`config.mk`:
```
export PLATFORM = sky130hd
export DESIGN_NAME = post_column_decoder_core
export DESIGN_NICKNAME = d
export VERILOG_FILES = /design/src/rtl/core/pcd_pkg.sv /design/src/rtl/core/pcd_decode.sv /design/src/rtl/core/pcd_out_reg.sv /design/src/rtl/core/post_column_decoder_core.sv
export SDC_FILE = /design/constraint.sdc
export NUM_CORES = 1
export LEC_CHECK = 0
export BUFFER_PORTS_ARGS = -buffer_cell sky130_fd_sc_hd__buf_4
export CAP_MARGIN = 40
export CORE_UTILIZATION = 41
export CTS_CLUSTER_SIZE = 14
export DETAILED_ROUTE_END_ITERATION = 7
export GPL_ROUTABILITY_DRIVEN = 0
export MAX_ROUTING_LAYER = met4
export PLACE_DENSITY = 0.7
export SLEW_MARGIN = 10
export SYNTH_ARGS = -nofsm -noshare
export SYNTH_HDL_FRONTEND = slang
export SYNTH_SLANG_ARGS = --single-unit
```
`constraint.sdc`:
```
create_clock -name clk -period 6 [get_ports clk]
set_input_delay 0 -clock clk [delete_from_list [all_inputs] [get_ports clk]]
set_output_delay 0 -clock clk [all_outputs]
set_load 0.01 [all_outputs]
```
`src/rtl/core/pcd_pkg.sv`:
```
// Shared types and constants for the post column decoder.
// Used by pcd_decode, pcd_out_reg, the top level and the checker; no dependencies.
package pcd_pkg;

  // Configuration register indexes.
  localparam logic CFG_ORIGIN_Y     = 1'b0;
  localparam logic CFG_CACHE_HEIGHT = 1'b1;

  // Field widths.
  localparam int BYTE_W   = 8;
  localparam int ORIGIN_W = 16;
  localparam int HEIGHT_W = 11;
  localparam int ROW_W    = 10;
  // The row sum (signed origin plus two bytes) fits in 19 signed bits.
  localparam int POS_W    = 19;

  // Byte that closes a column.
  localparam logic [BYTE_W-1:0] END_MARK = 8'hff;

  // Result kinds.
  localparam logic KIND_PIXEL = 1'b0;
  localparam logic KIND_END   = 1'b1;

  // Decoder phase, one-hot.
  typedef enum logic [4:0] {
    PH_TOP  = 5'b00001,
    PH_LEN  = 5'b00010,
    PH_PAD1 = 5'b00100,
    PH_PIX  = 5'b01000,
    PH_PAD2 = 5'b10000
  } phase_t;

  // One decoded result beat.
  typedef struct packed {
    logic              valid;
    logic              kind;
    logic [ROW_W-1:0]  row;
    logic [BYTE_W-1:0] pixel;
  } result_t;

endpackage

```
`src/rtl/core/pcd_decode.sv`:
```
// Post stream parser: phase state, post counters and the row clip logic.
// Depends on pcd_pkg.
module pcd_decode
  import pcd_pkg::*;
#(
  parameter int MAX_HEIGHT = 1024
) (
  input  logic                       clk,
  input  logic                       rst_n,
  input  logic                       step,
  input  logic [BYTE_W-1:0]          stream_byte,
  input  logic signed [ORIGIN_W-1:0] origin_y,
  input  logic [HEIGHT_W-1:0]        cache_height,
  output result_t                    result
);

  localparam logic [POS_W-1:0] MAX_LIM = POS_W'(MAX_HEIGHT);

  phase_t            phase_r, phase_nxt;
  logic [BYTE_W-1:0] top_row_r, top_row_nxt;
  logic [BYTE_W-1:0] bytes_left_r, bytes_left_nxt;
  logic [BYTE_W-1:0] post_offset_r, post_offset_nxt;

  logic signed [POS_W-1:0] pos;
  logic [POS_W-1:0]        height_ext;
  logic [POS_W-1:0]        lim;
  logic                    in_range;
  logic [BYTE_W-1:0]       left_dec;

  // Destination row of the current pixel and its clip against the column height.
  always_comb begin
    pos = POS_W'(origin_y) + $signed({{(POS_W-BYTE_W){1'b0}}, top_row_r})
          + $signed({{(POS_W-BYTE_W){1'b0}}, post_offset_r});
    height_ext = POS_W'(cache_height);
    lim        = (height_ext > MAX_LIM) ? MAX_LIM : height_ext;
    in_range   = !pos[POS_W-1] && (pos[POS_W-1:0] < lim);
    left_dec   = bytes_left_r - 1'b1;
  end

  // Phase update and result for one byte.
  always_comb begin
    phase_nxt       = phase_r;
    top_row_nxt     = top_row_r;
    bytes_left_nxt  = bytes_left_r;
    post_offset_nxt = post_offset_r;
    result          = '0;
    case (phase_r)
      PH_LEN: begin
        bytes_left_nxt  = stream_byte;
        post_offset_nxt = '0;
        phase_nxt       = PH_PAD1;
      end
      PH_PAD1: begin
        phase_nxt = (bytes_left_r == '0) ? PH_PAD2 : PH_PIX;
      end
      PH_PIX: begin
        result.valid    = in_range;
        result.kind     = KIND_PIXEL;
        result.row      = pos[ROW_W-1:0];
        result.pixel    = stream_byte;
        post_offset_nxt = post_offset_r + 1'b1;
        bytes_left_nxt  = left_dec;
        if (left_dec == '0) begin
          phase_nxt = PH_PAD2;
        end
      end
      PH_PAD2: begin
        phase_nxt = PH_TOP;
      end
      default: begin
        // Start of a post, or the end of the column.
        if (stream_byte == END_MARK) begin
          result.valid = 1'b1;
          result.kind  = KIND_END;
          phase_nxt    = PH_TOP;
        end else begin
          top_row_nxt = stream_byte;
          phase_nxt   = PH_LEN;
        end
      end
    endcase
  end

  // State registers advance once per processed byte.
  always_ff @(posedge clk) begin
    if (!rst_n) begin
      phase_r       <= PH_TOP;
      top_row_r     <= '0;
      bytes_left_r  <= '0;
      post_offset_r <= '0;
    end else if (step) begin
      phase_r       <= phase_nxt;
      top_row_r     <= top_row_nxt;
      bytes_left_r  <= bytes_left_nxt;
      post_offset_r <= post_offset_nxt;
    end
  end

endmodule

```
`src/rtl/core/pcd_out_reg.sv`:
```
// Result register of the decoder: holds one beat until the consumer takes it.
// Depends on pcd_pkg.
module pcd_out_reg
  import pcd_pkg::*;
(
  input  logic              clk,
  input  logic              rst_n,
  input  logic              load,
  input  result_t           result,
  output logic              out_valid,
  input  logic              out_ready,
  output logic              out_kind,
  output logic [ROW_W-1:0]  out_row,
  output logic [BYTE_W-1:0] out_pixel
);

  logic              valid_r, valid_nxt;
  logic              kind_r;
  logic [ROW_W-1:0]  row_r;
  logic [BYTE_W-1:0] pixel_r;

  // A new beat replaces the old one only when the old one is gone or leaving.
  always_comb begin
    if (load) begin
      valid_nxt = 1'b1;
    end else if (out_ready) begin
      valid_nxt = 1'b0;
    end else begin
      valid_nxt = valid_r;
    end
  end

  always_ff @(posedge clk) begin
    if (!rst_n) begin
      valid_r <= 1'b0;
    end else begin
      valid_r <= valid_nxt;
    end
  end

  // Payload needs no reset.
  always_ff @(posedge clk) begin
    if (load) begin
      kind_r  <= result.kind;
      row_r   <= result.row;
      pixel_r <= result.pixel;
    end
  end

  assign out_valid = valid_r;
  assign out_kind  = kind_r;
  assign out_row   = row_r;
  assign out_pixel = pixel_r;

endmodule

```
`src/rtl/core/post_column_decoder_core.sv`:
```
// Top level of the post column decoder: input register, parser and result register.
// Depends on pcd_pkg, pcd_decode and pcd_out_reg.
//
// The block takes one byte of a post-encoded column per beat and returns a pixel
// write for every pixel byte whose row (origin_y + top row + offset in the post)
// falls in 0 .. min(cache_height, MAX_HEIGHT) - 1, and an end-of-column beat for
// the closing 0xff byte; all other bytes give no result. It accepts a byte in
// every cycle while the consumer keeps up: each byte passes an input register and
// the parser logic (a 19-bit add and compare) into the result register.
// Configuration is read directly and must only be written while the block is idle.
module post_column_decoder_core
  import pcd_pkg::*;
#(
  parameter int MAX_HEIGHT = 1024
) (
  input  logic                clk,
  input  logic                rst_n,
  // Configuration
  input  logic                cfg_we,
  input  logic                cfg_index,
  input  logic [ORIGIN_W-1:0] cfg_wdata,
  // Byte stream in
  input  logic                in_valid,
  output logic                in_ready,
  input  logic [BYTE_W-1:0]   in_stream_byte,
  // Results out
  output logic                out_valid,
  input  logic                out_ready,
  output logic                out_kind,
  output logic [ROW_W-1:0]    out_row,
  output logic [BYTE_W-1:0]   out_pixel
);

  logic signed [ORIGIN_W-1:0] origin_y_r;
  logic [HEIGHT_W-1:0]        cache_height_r;

  logic              s1_valid_r, s1_valid_nxt;
  logic [BYTE_W-1:0] s1_byte_r;
  logic              out_free;
  logic              step;
  logic              in_fire;
  result_t           result;

  // Configuration registers.
  always_ff @(posedge clk) begin
    if (!rst_n) begin
      origin_y_r     <= '0;
      cache_height_r <= HEIGHT_W'(128);
    end else if (cfg_we) begin
      case (cfg_index)
        CFG_ORIGIN_Y:     origin_y_r     <= cfg_wdata;
        CFG_CACHE_HEIGHT: cache_height_r <= cfg_wdata[HEIGHT_W-1:0];
        default: ;
      endcase
    end
  end

  // Input register: the held byte is processed when the result register can take it.
  assign out_free = !out_valid || out_ready;
  assign step     = s1_valid_r && out_free;
  assign in_ready = !s1_valid_r || out_free;
  assign in_fire  = in_valid && in_ready;

  always_comb begin
    if (in_fire) begin
      s1_valid_nxt = 1'b1;
    end else if (step) begin
      s1_valid_nxt = 1'b0;
    end else begin
      s1_valid_nxt = s1_valid_r;
    end
  end

  always_ff @(posedge clk) begin
    if (!rst_n) begin
      s1_valid_r <= 1'b0;
    end else begin
      s1_valid_r <= s1_valid_nxt;
    end
  end

  always_ff @(posedge clk) begin
    if (in_fire) begin
      s1_byte_r <= in_stream_byte;
    end
  end

  pcd_decode #(
    .MAX_HEIGHT (MAX_HEIGHT)
  ) u_decode (
    .clk          (clk),
    .rst_n        (rst_n),
    .step         (step),
    .stream_byte  (s1_byte_r),
    .origin_y     (origin_y_r),
    .cache_height (cache_height_r),
    .result       (result)
  );

  pcd_out_reg u_out (
    .clk       (clk),
    .rst_n     (rst_n),
    .load      (step && result.valid),
    .result    (result),
    .out_valid (out_valid),
    .out_ready (out_ready),
    .out_kind  (out_kind),
    .out_row   (out_row),
    .out_pixel (out_pixel)
  );

endmodule

```
==> results of run 1 <==
-- cell families (layout without fill, tap and decap cells) --
group,Yosys count,count (layout)
multiplexers,9,9
buffers and inverters,40,116
XOR/XNOR,29,29
AO/OA/AOI/OAI,133,133
adder cells (fa/ha/maj),32,32
flip-flops,85,85
AND/OR/NAND/NOR,225,225
-- layout make-up --
class                   count  area, um^2
inverters                  19        71.3
repair buffers             81         676
flip-flops and latches     85        1970
clock buffers              10         239
well taps                 143         179
multi-input cells         428        2800
clock inverters             6        68.8
fillers                  1016        5560
-- repair_timing --
action	CTS	global route
endpoints found under the hold margin	37	0
setup endpoints to repair	0	0
hold buffers	27	0
-- worst max-delay path, stage by stage, from the launching register on --
cell and delay (ns):
dfxtp_1 0.34, ha_1 0.21, inv_1 0.07, fa_1 0.39, nand2b_1 0.20, a21oi_2 0.25, nor2b_1 0.09, xnor2_1 0.13
ha_1 0.22, or3_1 0.38, o21ai_1 0.41, o21ai_0 0.16, nand2_1 0.09, o21ai_0 0.07, a21oi_1 0.19, xnor2_1 0.09
ha_1 0.32, a211oi_1 0.21, o221ai_1 0.18, a221oi_2 0.20, o31ai_1 0.18, a21oi_2 0.18, buf_4 0.27
-- cell usage after synthesis (3+ instances only) --
cell,count
and3_1,4
a211o_1,4
inv_1,18
xnor2_1,14
and2_1,23
nand2_1,93
o211ai_1,3
a21boi_0,30
a21oi_1,25
a211oi_1,5
edfxtp_1,27
o21ai_1,5
a22oi_1,3
nor3_1,10
a21oi_2,3
nand3_1,10
ha_1,30
nor2_1,33
o21ai_0,23
o21a_1,3
or3_1,4
dfxtp_1,58
mux2i_1,9
nand4_1,5
a21o_1,7
nand2b_1,11
nor2b_1,22
xor2_1,14
clkbuf_1,18
-- flip-flops by register name, indices dropped and copies added, names as in the netlist --
| signal | count |
|---|---|
| origin_y_r | 16 |
| cache_height_r | 11 |
| u_out.out_row | 10 |
| s1_byte_r | 8 |
| u_decode.bytes_left_r | 8 |
| u_decode.post_offset_r | 8 |
| u_decode.top_row_r | 8 |
| u_out.out_pixel | 8 |
| u_decode.phase_r | 5 |
| s1_valid_r | 1 |
| u_out.out_kind | 1 |
| u_out.out_valid | 1 |
-- per-stage QoR --
stage | worst slack [ns] | cell area [um^2] | hold WS (ns) | util (%) | std cells
2_1_floorplan | 0.775 | 4910 | 0.0989 | - | 553
3_3_place_gp | 1.14 | 5420 | 0.179 | 46.9 | 728
3_5_place_dp | 0.864 | 5430 | 0.181 | 46.9 | 729
4_1_cts | 0.855 | 6000 | 0.0130 | 51.9 | 772
5_1_grt | 0.496 | 6000 | 0.0499 | 51.9 | 772
6_report | 0.838 | 6000 | 0.0240 | 51.9 | 772
-- report_power, final --
part           switching (mW)  internal [mW]
registers              0.0202          0.609
logic                  0.0814         0.0763
clock network           0.242          0.338
total                   0.344           1.02
-- routing by layer --
metal  wire length, um  vias up
met5                 0        -
met4               122        0
met2              5350      104
li1                  -     2079
met3               645        8
met1              5410     1964
-- path summary, 6_finish.rpt --
check / from / to / slack (ns) / cells past startpoint
worst max-delay path: origin_y_r[0]$_SDFFE_PN0P_ / u_out.out_row[8]$_SDFFCE_PN0P_ / 0.84 / 22
worst min-delay path: cfg_index / origin_y_r[0]$_SDFFE_PN0P_ / 0.02 / 4
worst max register to register: origin_y_r[0]$_SDFFE_PN0P_ / u_out.out_row[8]$_SDFFCE_PN0P_ / 0.84 / 22
worst min register to register: cache_height_r[0]$_SDFFE_PN0P_ / cache_height_r[0]$_SDFFE_PN0P_ / 0.47 / 2
==> impl_summary.txt, run 1 <==
----------------------------------------------------
[Run status]
  Run status ... finished with violations
  Violations in the final reports ... design-rule violations

[Layout]
  Most common cell after layout, fill and taps aside ... nand2_1
  Fraction of layout cells with a size suffix above 1 ... 13.4%
  Commonest non-fill, non-tap cells in the layout ... 93 x nand2_1, 58 x dfxtp_1, 54 x buf_4
  Layout area overhead ... 22.2%
  Diode count ... 0
  Post-layout net count ... 686

[Yosys]
  Flops & latches, synth ... 85
  Dominant cells by area after synthesis ... dfxtp_1 24%, edfxtp_1 16%, ha_1 7.6%, nand2_1 7.1%, a21boi_0 4.6%
  Post-synthesis adder-cell area fraction ... 8.45%
  Post-synthesis cell count ... 553
  Synth Cell Area ... 4910 um^2
  Leading area contributor after synthesis ... dfxtp_1
  Xor and xnor fraction of the mapped netlist area ... 5.32%
  Synth Area in Compound Gates ... 19.0%
  Post-Synth Simple-Gate Area ... 22.1%
  Portion of the post-synthesis area used by sequential elements ... 40.1%
  Post-synthesis mux area share ... 1.83%
  Proportion of netlist area held by the largest area contributor ... 23.6%
  Number of synthesized flops with an enable pin ... 27
  Top FF cell, synth ... dfxtp_1
  Synthesis warning total ... 0
  Dominant combinational cell family by area after synthesis ... simple AND/OR/NAND/NOR gates
  Net count after synthesis ... 615
  Async S/R FF share, synth ... 0%
  Library cells used by synthesis ... 57
  Avg Synthesized Cell Area ... 8.89 um^2

[Flow run]
  Reported max-cap violation count ... 0

[Detailed routing]
  Routed WL ... 11,500 um
  DRC errors left ... 6
  Detail-routed net length per standard cell ... 14.9 um
  First-pass iteration count of the detailed router ... 8
  Detailed-route via count ... 4,155
  Initial detailed-routing violation count ... 200
  Via density per instance ... 5.38
  Post-route antenna net violation count ... 0

[Setup path]
  Crit path required time ... 6.03 ns
  Top fanout value on the critical path ... 19
  Startpoint-to-endpoint class of the critical path ... reg -> reg
  Crit end category ... flop
  Startpoint type of the worst setup path ... flop
  Arrival time at the worst endpoint ... 5.20 ns

[Timing]
  Setup total negative slack ... 0 ns
  Fmax ... 0.194 GHz
  Post-layout minimum cycle time ... 5.16 ns
  Final worst clock skew ... 0.00623 ns
  Relative max-transition margin ... 51.0%
  Number of failing hold endpoints at the final stage ... 0
  Final Max Slew Viols ... 0
  Finish-stage setup viols ... 0
  Actual transition at the worst max-transition pin ... 0.731 ns
  Unrepaired setup endpoints after global routing ... false
  Final clock period utilization by the worst path ... 86.0%

[Power]
  Power Density ... 228 nW/um^2
  Peak ir drop on the vdd network ... 0.205 mV
  Post-route total power ... 1.37 mW
  Leakage ... 2.39 nW

[Place]
  IO Port Bufs ... 50
  Detailed placer's ending HPWL ... 8640 um

[Clock network]
  Htree depth ... 3
  Clock latency of the later-clocked register in the worst-skew pair ... 0.35 ns
  Total of cells resized after clock tree synthesis ... 0
  Number of clock sinks ... 85
  Clock-pin slew reported for the worst setup and hold paths after clock tree synthesis ... 0.06 ns
  Largest buffer count on any clock path ... 2
  Cts bufs inserted ... 9
  Postcts setup bufs ... 0
  Root Driver ... clkbuf_16
  TritonCTS clock tree ... yes

[Floorplanning]
  Row count ... 39
  Total I/O pin count ... 51
  Die boundary width ... 111 um
  Starting density of the core ... 42.5%
  Die outline height ... 111 um
  Placeable core region ... 11,600 um^2
  Die outline area ... 12,400 um^2

[Global routing]
  Via count of the first global-routing pass ... 3,940
  First-pass GRT wire length ... 18,900 um
  Global Route met3 Usage ... 4.79%
  Met2 layer usage reported by global route ... 31.8%
  Pin count of the biggest net entering global routing ... 54
  Met1 capacity usage during global routing ... 25.0%
  Overall fraction of global-route tracks in use ... 19.8%
  Global route total overflow ... 0
  Gr busiest metal ... met2
  Number of antenna violations at the first check in global routing ... 0

[Min path]
  Type of the tightest min-delay check ... in -> reg

----------------------------------------------------
Note: power is estimated with default switching activity, not from simulation.
==> run 2, diff against run 1 <==
RECOVER_POWER = 100   (was unset)
clock period = 5.3 ns   (was 6 ns; I/O delays follow)
==> impl_summary.txt, run 2 (synthesis gave the netlist of run 1 again) <==
----------------------------------------------------
[Power]
  Power Density ... 254 nW/um^2 (+11%)
  Peak ir drop on the vdd network ... 0.188 mV (-8.4%)
  Leakage ... 2.28 nW (-4.5%)

[Global routing]
  Pin count of the biggest net entering global routing ... 54 (unchanged)
  Global route total overflow ... 0 (unchanged)
  First-pass GRT wire length ... 19,200 um (+1.4%)
  Via count of the first global-routing pass ... 3,998 (+1.5%)
  Number of antenna violations at the first check in global routing ... 0 (unchanged)
  Overall fraction of global-route tracks in use ... 20.2% (+0.36 points)

[Setup path]
  Worst path slowest cell ... or3_1
  Top cell by count, worst path ... ha_1
  Count of cells along the worst register-to-register path ... 20 (-9.1%)
  Worst setup slack for register-to-register paths ... 0.39 ns (-0.45 ns)
  Crit path required time ... 5.35 ns (-0.68 ns)
  Crit path largest cell delay ... 0.42 ns (about the same)
  Arrival time at the worst endpoint ... 4.96 ns (-0.24 ns)
  Crit end category ... flop
  Top fanout value on the critical path ... 19 (unchanged)
  CP Cell Sequence ... ha_1 > inv_1 > fa_1 > nand2b_1 > a21oi_2 > nor2b_1 > xnor2_1 > ha_1 > or3_1 > o21ai_4 > xor2_1 > ha_1 > a21o_1 > a21o_1 > a211oi_1 > o221ai_1 > a221oi_2 > o31ai_1 > a21oi_2 > buf_6
  Startpoint type of the worst setup path ... flop
  Launch instance of the worst register-to-register path ... origin_y_r[0]$_SDFFE_PN0P_
  Startpoint-to-endpoint class of the critical path ... reg -> reg
  Capture point of the worst reg-to-reg path ... u_out.out_row[8]$_SDFFCE_PN0P_

[Clock network]
  Cts bufs inserted ... 9 (unchanged)
  Number of clock sinks ... 85 (unchanged)
  TritonCTS clock tree ... yes
  Postcts setup bufs ... 0 (unchanged)
  Largest buffer count on any clock path ... 2 (unchanged)
  Clock-pin slew reported for the worst setup and hold paths after clock tree synthesis ... 0.06 ns (about the same)
  Root Driver ... clkbuf_16
  Clock latency of the later-clocked register in the worst-skew pair ... 0.35 ns (about the same)
  Htree depth ... 3 (unchanged)

[Timing]
  Relative max-transition margin ... 21.3% (-30 points)
  Min Hold Slack ... 0.0623 ns (+0.0383 ns)
  Unrepaired setup endpoints after global routing ... false
  Setup total negative slack ... 0 ns (unchanged)
  Actual transition at the worst max-transition pin ... 1.17 ns (+0.437 ns)
  Number of failing hold endpoints at the final stage ... 0 (unchanged)
  Final Max Slew Viols ... 0 (unchanged)
  Final worst clock skew ... 0.00473 ns (-0.00150 ns)
  Final clock period utilization by the worst path ... 92.7% (+6.7 points)
  Fmax ... 0.204 GHz (+5.1%)
  Post-layout minimum cycle time ... 4.91 ns (-0.250 ns)
  Finish-stage setup viols ... 0 (unchanged)

[Run status]
  Violations in the final reports ... design-rule violations
  Run status ... finished with violations

[Detailed routing]
  Detail-routed net length per standard cell ... 14.9 um (-0.41%)
  Post-route antenna net violation count ... 0 (unchanged)
  Initial detailed-routing violation count ... 168 (-16%)
  Via density per instance ... 5.33 (-1.1%)
  First-pass iteration count of the detailed router ... 8 (unchanged)
  Detailed-route via count ... 4,106 (-1.2%)
  Routed WL ... 11,500 um (-0.54%)
  DRC errors left ... 5 (-1)

[Floorplanning]
  Row count ... 39 (unchanged)
  Starting density of the core ... 42.5% (unchanged)
  Die outline height ... 111 um (unchanged)
  Total I/O pin count ... 51 (unchanged)
  Die outline area ... 12,400 um^2 (unchanged)
  Die boundary width ... 111 um (unchanged)
  Placeable core region ... 11,600 um^2 (unchanged)

[Min path]
  Type of the tightest min-delay check ... in -> reg
  Min-Delay Path Depth ... 2 (-2)
  Origin of the worst min-delay path ... rst_n
  Destination of the worst hold path ... cache_height_r[7]$_SDFFE_PN1P_

[Layout]
  Fraction of layout cells with a size suffix above 1 ... 9.55% (-3.8 points)
  Layout area overhead ... 20.0%
  Diode count ... 0 (unchanged)
  Most common cell after layout, fill and taps aside ... nand2_1
  Number of flip-flops under the largest register name ... 16 (unchanged)
  Top reg by flops ... origin_y_r
  Commonest non-fill, non-tap cells in the layout ... 93 x nand2_1, 58 x dfxtp_1, 33 x nor2_1
  Post-layout net count ... 685 (-0.15%)

[Place]
  Detailed placer's ending HPWL ... 8580 um (-0.75%)
  IO Port Bufs ... 50 (unchanged)

[Flow run]
  Reported max-cap violation count ... 0 (unchanged)

----------------------------------------------------
## run 2: cell types whose count changed in the layout (fill, tap and decap cells not counted), sizes merged
| cell | delta |
|---|---|
| bufinv | -1 |
| clkinvlp | +1 |
| clkbuf | +34 |
| dlygate4sd3 | -1 |
| inv | -2 |
| buf | -32 |
## run 2: worst max path at each step
stage	from	end	slack, ns	depth (start not counted)
after floorplan	origin_y_r[0]$_SDFFE_PN0P_	u_out.out_kind$_DFFE_PP_	0.08	21
after global placement	origin_y_r[0]$_SDFFE_PN0P_	u_out.out_row[8]$_SDFFCE_PN0P_	0.44	22
after detailed placement	origin_y_r[0]$_SDFFE_PN0P_	u_out.out_row[9]$_SDFFCE_PN0P_	0.26	22
after CTS	origin_y_r[0]$_SDFFE_PN0P_	u_out.out_row[8]$_SDFFCE_PN0P_	0.24	22
after global routing	origin_y_r[0]$_SDFFE_PN0P_	u_out.out_row[9]$_SDFFCE_PN0P_	0.04	20
final	origin_y_r[0]$_SDFFE_PN0P_	u_out.out_row[8]$_SDFFCE_PN0P_	0.39	20
## run 2: routing by layer
layer / vias to the layer above / GRT usage, % / part of all wire [%] / routed length (um)
met5: - / - / 0 / 0
met1: 1914 / 25.4 / 48 / 5450
li1: 2082 / - / - / -
met4: 0 / 7.39 / 1.7 / 190
met2: 98 / 30.9 / 45 / 5220
met3: 12 / 5.66 / 5.3 / 612
## run 2: worst max-delay path, delay by kind of cell (launching register included)
| family | cells | cell delay [ns] |
|---|---|---|
| compound gates | 9 | 1.77 |
| fa+ha+maj | 4 | 1.11 |
| simple gates | 3 | 0.71 |
| xor+xnor | 2 | 0.39 |
| flops | 1 | 0.34 |
| buf+inv | 2 | 0.28 |
## run 2: what timing repair did
action                     in CTS  in global routing
hold buffers                   26                  0
resized for setup               0                  4
setup endpoints to repair       0                 19
hold endpoints to repair       37                  0
## run 2: cell type report
cell class | count | area (um^2)
fillers | 1033 | 5670
multi-input cells | 428 | 2810
flip-flops and latches | 85 | 1970
repair buffers | 80 | 579
clock buffers | 12 | 256
well taps | 143 | 179
inverters | 19 | 71.3
clock inverters | 4 | 30.0
## run 2: power by group
part           internal [mW]  switching, mW  total (mW)
sequential             0.690         0.0223       0.712
clock                  0.345          0.263       0.608
combinational         0.0848         0.0930       0.178
## run 2: through the flow
stage	cell area, um^2	total power [mW]	util [%]	instances	setup slack [ns]
final	5900	1.50	51.0	771	0.387
after global routing	5900	1.56	51.0	771	0.0370
after CTS	5970	1.51	51.6	771	0.238
after detailed placement	5430	0.888	46.9	729	0.255
after global placement	5420	0.879	46.9	728	0.437
after floorplan	4910	0.828	-	553	0.0752
==> run 3, diff against run 2 <==
CELL_PAD_IN_SITES_DETAIL_PLACEMENT = 1   (was unset)
CELL_PAD_IN_SITES_GLOBAL_PLACEMENT = 2   (was unset)
CORE_UTILIZATION = 37   (was 41)
PLACE_DENSITY = 0.92   (was 0.7)
==> impl_summary.txt, run 3 (synthesis gave the netlist of run 1 again) <==
----------------------------------------------------
[Timing]
  Post-layout minimum cycle time ... 5.04 ns (+0.128 ns)
  Final clock period utilization by the worst path ... 95.1% (+2.4 points)
  Final Max Slew Viols ... 0 (unchanged)
  Finish-stage setup viols ... 0 (unchanged)
  Final worst clock skew ... 0.0122 ns (+0.00749 ns)
  Unrepaired setup endpoints after global routing ... false
  Fmax ... 0.198 GHz (-2.5%)
  Relative max-transition margin ... 16.9% (-4.4 points)
  Actual transition at the worst max-transition pin ... 1.23 ns (+0.0658 ns)
  Number of failing hold endpoints at the final stage ... 0 (unchanged)
  Setup total negative slack ... 0 ns (unchanged)

[Power]
  Sequential cell fraction of total power ... 46.6% (-0.9 points)
  Switching portion of total power ... 25.9% (+0.61 points)
  Combinational fraction of design power ... 12.0% (about the same)
  Power Density ... 258 nW/um^2 (+1.5%)
  Net switching component of the power ... 397 uW (+4.9%)
  Clock Power Share ... 41.4% (+0.8 points)
  Peak ir drop on the vdd network ... 0.120 mV (-36%)
  Leakage ... 2.28 nW (+0.11%)
  Cell-internal power ... 1.14 mW (+1.6%)

[Layout]
  Fillers ... 1,478 (+43%)
  Layout area overhead ... 21.1%
  Commonest non-fill, non-tap cells in the layout ... 93 x nand2_1, 58 x dfxtp_1, 33 x nor2_1
  Fraction of layout cells with a size suffix above 1 ... 9.73% (+0.17 points)
  Final std cell area, no fill ... 5950 um^2 (+0.89%)
  Most common cell after layout, fill and taps aside ... nand2_1
  Post-layout net count ... 684 (-0.15%)
  Number of flip-flops under the largest register name ... 16 (unchanged)
  Top reg by flops ... origin_y_r
  Diode count ... 0 (unchanged)

[Place]
  Detailed placer's ending HPWL ... 10,300 um (+20%)
  Placed Instance Area ... 5460 um^2 (+0.67%)
  IO Port Bufs ... 50 (unchanged)

[Floorplanning]
  Row count ... 41 (+5.1%)
  Total I/O pin count ... 51 (unchanged)
  Die outline height ... 117 um (+5.2%)
  Starting density of the core ... 38.5% (-4.0 points)
  Placeable core region ... 12,800 um^2 (+10%)
  Die outline area ... 13,700 um^2 (+11%)
  Die boundary width ... 117 um (+5.2%)

[Clock network]
  Number of clock sinks ... 85 (unchanged)
  Clock latency of the later-clocked register in the worst-skew pair ... 0.35 ns (about the same)
  Cts bufs inserted ... 9 (unchanged)
  Root Driver ... clkbuf_16
  Postcts setup bufs ... 0 (unchanged)
  Largest buffer count on any clock path ... 2 (unchanged)
  Htree depth ... 3 (unchanged)
  TritonCTS clock tree ... yes
  Clock-pin slew reported for the worst setup and hold paths after clock tree synthesis ... 0.07 ns (about the same)

[Setup path]
  Family with the most delay on the worst path ... compound AO/OA/AOI/OAI gates
  Crit path largest cell delay ... 0.51 ns (+0.09 ns)
  Count of cells along the worst register-to-register path ... 21 (+5.0%)
  Startpoint-to-endpoint class of the critical path ... reg -> reg
  Crit end category ... flop
  Top fanout value on the critical path ... 19 (unchanged)
  Crit path required time ... 5.34 ns (about the same)
  CP Cell Sequence ... ha_1 > inv_1 > fa_1 > nand2b_1 > nand2b_1 > a21oi_1 > xnor2_1 > ha_1 > nand3_1 > o22ai_1 > nor2_1 > xnor2_1 > ha_1 > nand4_1 > a21oi_1 > a211oi_1 > o221ai_1 > a221oi_2 > o31ai_1 > a21oi_2 > buf_6
  Worst path slowest cell ... a211oi_1
  Crit path depth ... 21 (+5.0%)
  Top cell by count, worst path ... ha_1
  Worst Path Buf+Inv ... 2 (unchanged)
  Arrival time at the worst endpoint ... 5.08 ns (+0.12 ns)
  Startpoint type of the worst setup path ... flop

[Detailed routing]
  DRC errors left ... 0 (-5)
  Via density per instance ... 5.27 (-1.0%)
  Post-route antenna net violation count ... 0 (unchanged)
  Initial detailed-routing violation count ... 228 (+36%)
  Detailed-route via count ... 4,212 (+2.6%)
  Routed WL ... 13,600 um (+19%)
  First-pass iteration count of the detailed router ... 4 (-4)
  Detail-routed net length per standard cell ... 17.1 um (+15%)

[Run status]
  Run status ... finished clean

[Global routing]
  Via count of the first global-routing pass ... 4,307 (+7.7%)
  Pin count of the biggest net entering global routing ... 54 (unchanged)
  Global route total overflow ... 0 (unchanged)
  First-pass GRT wire length ... 21,800 um (+13%)
  Number of antenna violations at the first check in global routing ... 0 (unchanged)
  Overall fraction of global-route tracks in use ... 21.9% (+1.7 points)

[Flow run]
  Reported max-cap violation count ... 0 (unchanged)

[Min path]
  Min-Delay Path Depth ... 3 (+1)
  Type of the tightest min-delay check ... in -> reg

----------------------------------------------------
[run 3: final timing paths]
kind	startpoint	end	slack, ns
max	origin_y_r[0]$_SDFFE_PN0P_	u_out.out_row[2]$_SDFFCE_PN0P_	0.26
min	out_ready	u_out.out_valid$_SDFFE_PN0P_	0.03
max reg2reg	origin_y_r[0]$_SDFFE_PN0P_	u_out.out_row[2]$_SDFFCE_PN0P_	0.26
min reg2reg	cache_height_r[3]$_SDFFE_PN0P_	cache_height_r[3]$_SDFFE_PN0P_	0.47
[run 3: timing repair]
action / 4_1_cts / 5_1_grt
hold buffers: 25 / 0
hold endpoints to repair: 36 / 0
gates resized for setup: 0 / 5
setup endpoints to repair: 0 / 19
[run 3: per-stage QoR]
stage                     total power [mW]  instances  hold slack [ns]  utilization [%]  setup slack (ns)
final                                 1.53        799           0.0255             46.6             0.259
after global routing                  1.60        799           0.0483             46.6           0.00901
after CTS                             1.55        799           0.0165             47.1             0.114
after detailed placement             0.896        758            0.179             42.8             0.128
after global placement               0.885        757            0.180             42.7             0.410
after floorplan                      0.828        553           0.0989                -            0.0752
[run 3: area by class of cell]
type	count	area (um^2)	area share [%]
Inverter	19	71.3	1.20
Multi-Input combinational cell	428	2820	47.4
Timing Repair Buffer	79	569	9.56
Sequential cell	85	1970	33.1
Clock inverter	5	41.3	0.694
Tap cell	172	215	3.62
Clock buffer	11	264	4.44
[run 3: worst register-to-register path, delay by kind of cell (launching register included)]
family	cells	cell delay [ns]
adders and majority gates	4	1.28
AOI/OAI and AO/OA	8	1.70
and+or+nand+nor	5	0.61
xor gates and xnor gates	2	0.52
DFF	1	0.34
buffers and inverters	2	0.28
[run 3: power groups by stage]
stage	logic (mW)	registers [mW]	clock network [mW]
after global routing	0.204	0.716	0.675
after global placement	0.158	0.727	0
after detailed placement	0.168	0.728	0
final	0.184	0.715	0.636
after CTS	0.184	0.714	0.650
after floorplan	0.112	0.716	0
[run 3: routing by layer]
metal | routed length, um | GRT usage (%) | part of all wire (%) | up-vias
li1 | - | - | - | 2076
met1 | 6300 | 27.6 | 46 | 2042
met2 | 6610 | 35.5 | 48 | 75
met3 | 467 | 2.52 | 3.4 | 19
met4 | 271 | 8.95 | 2.0 | 0
met5 | 0 | - | 0 | -
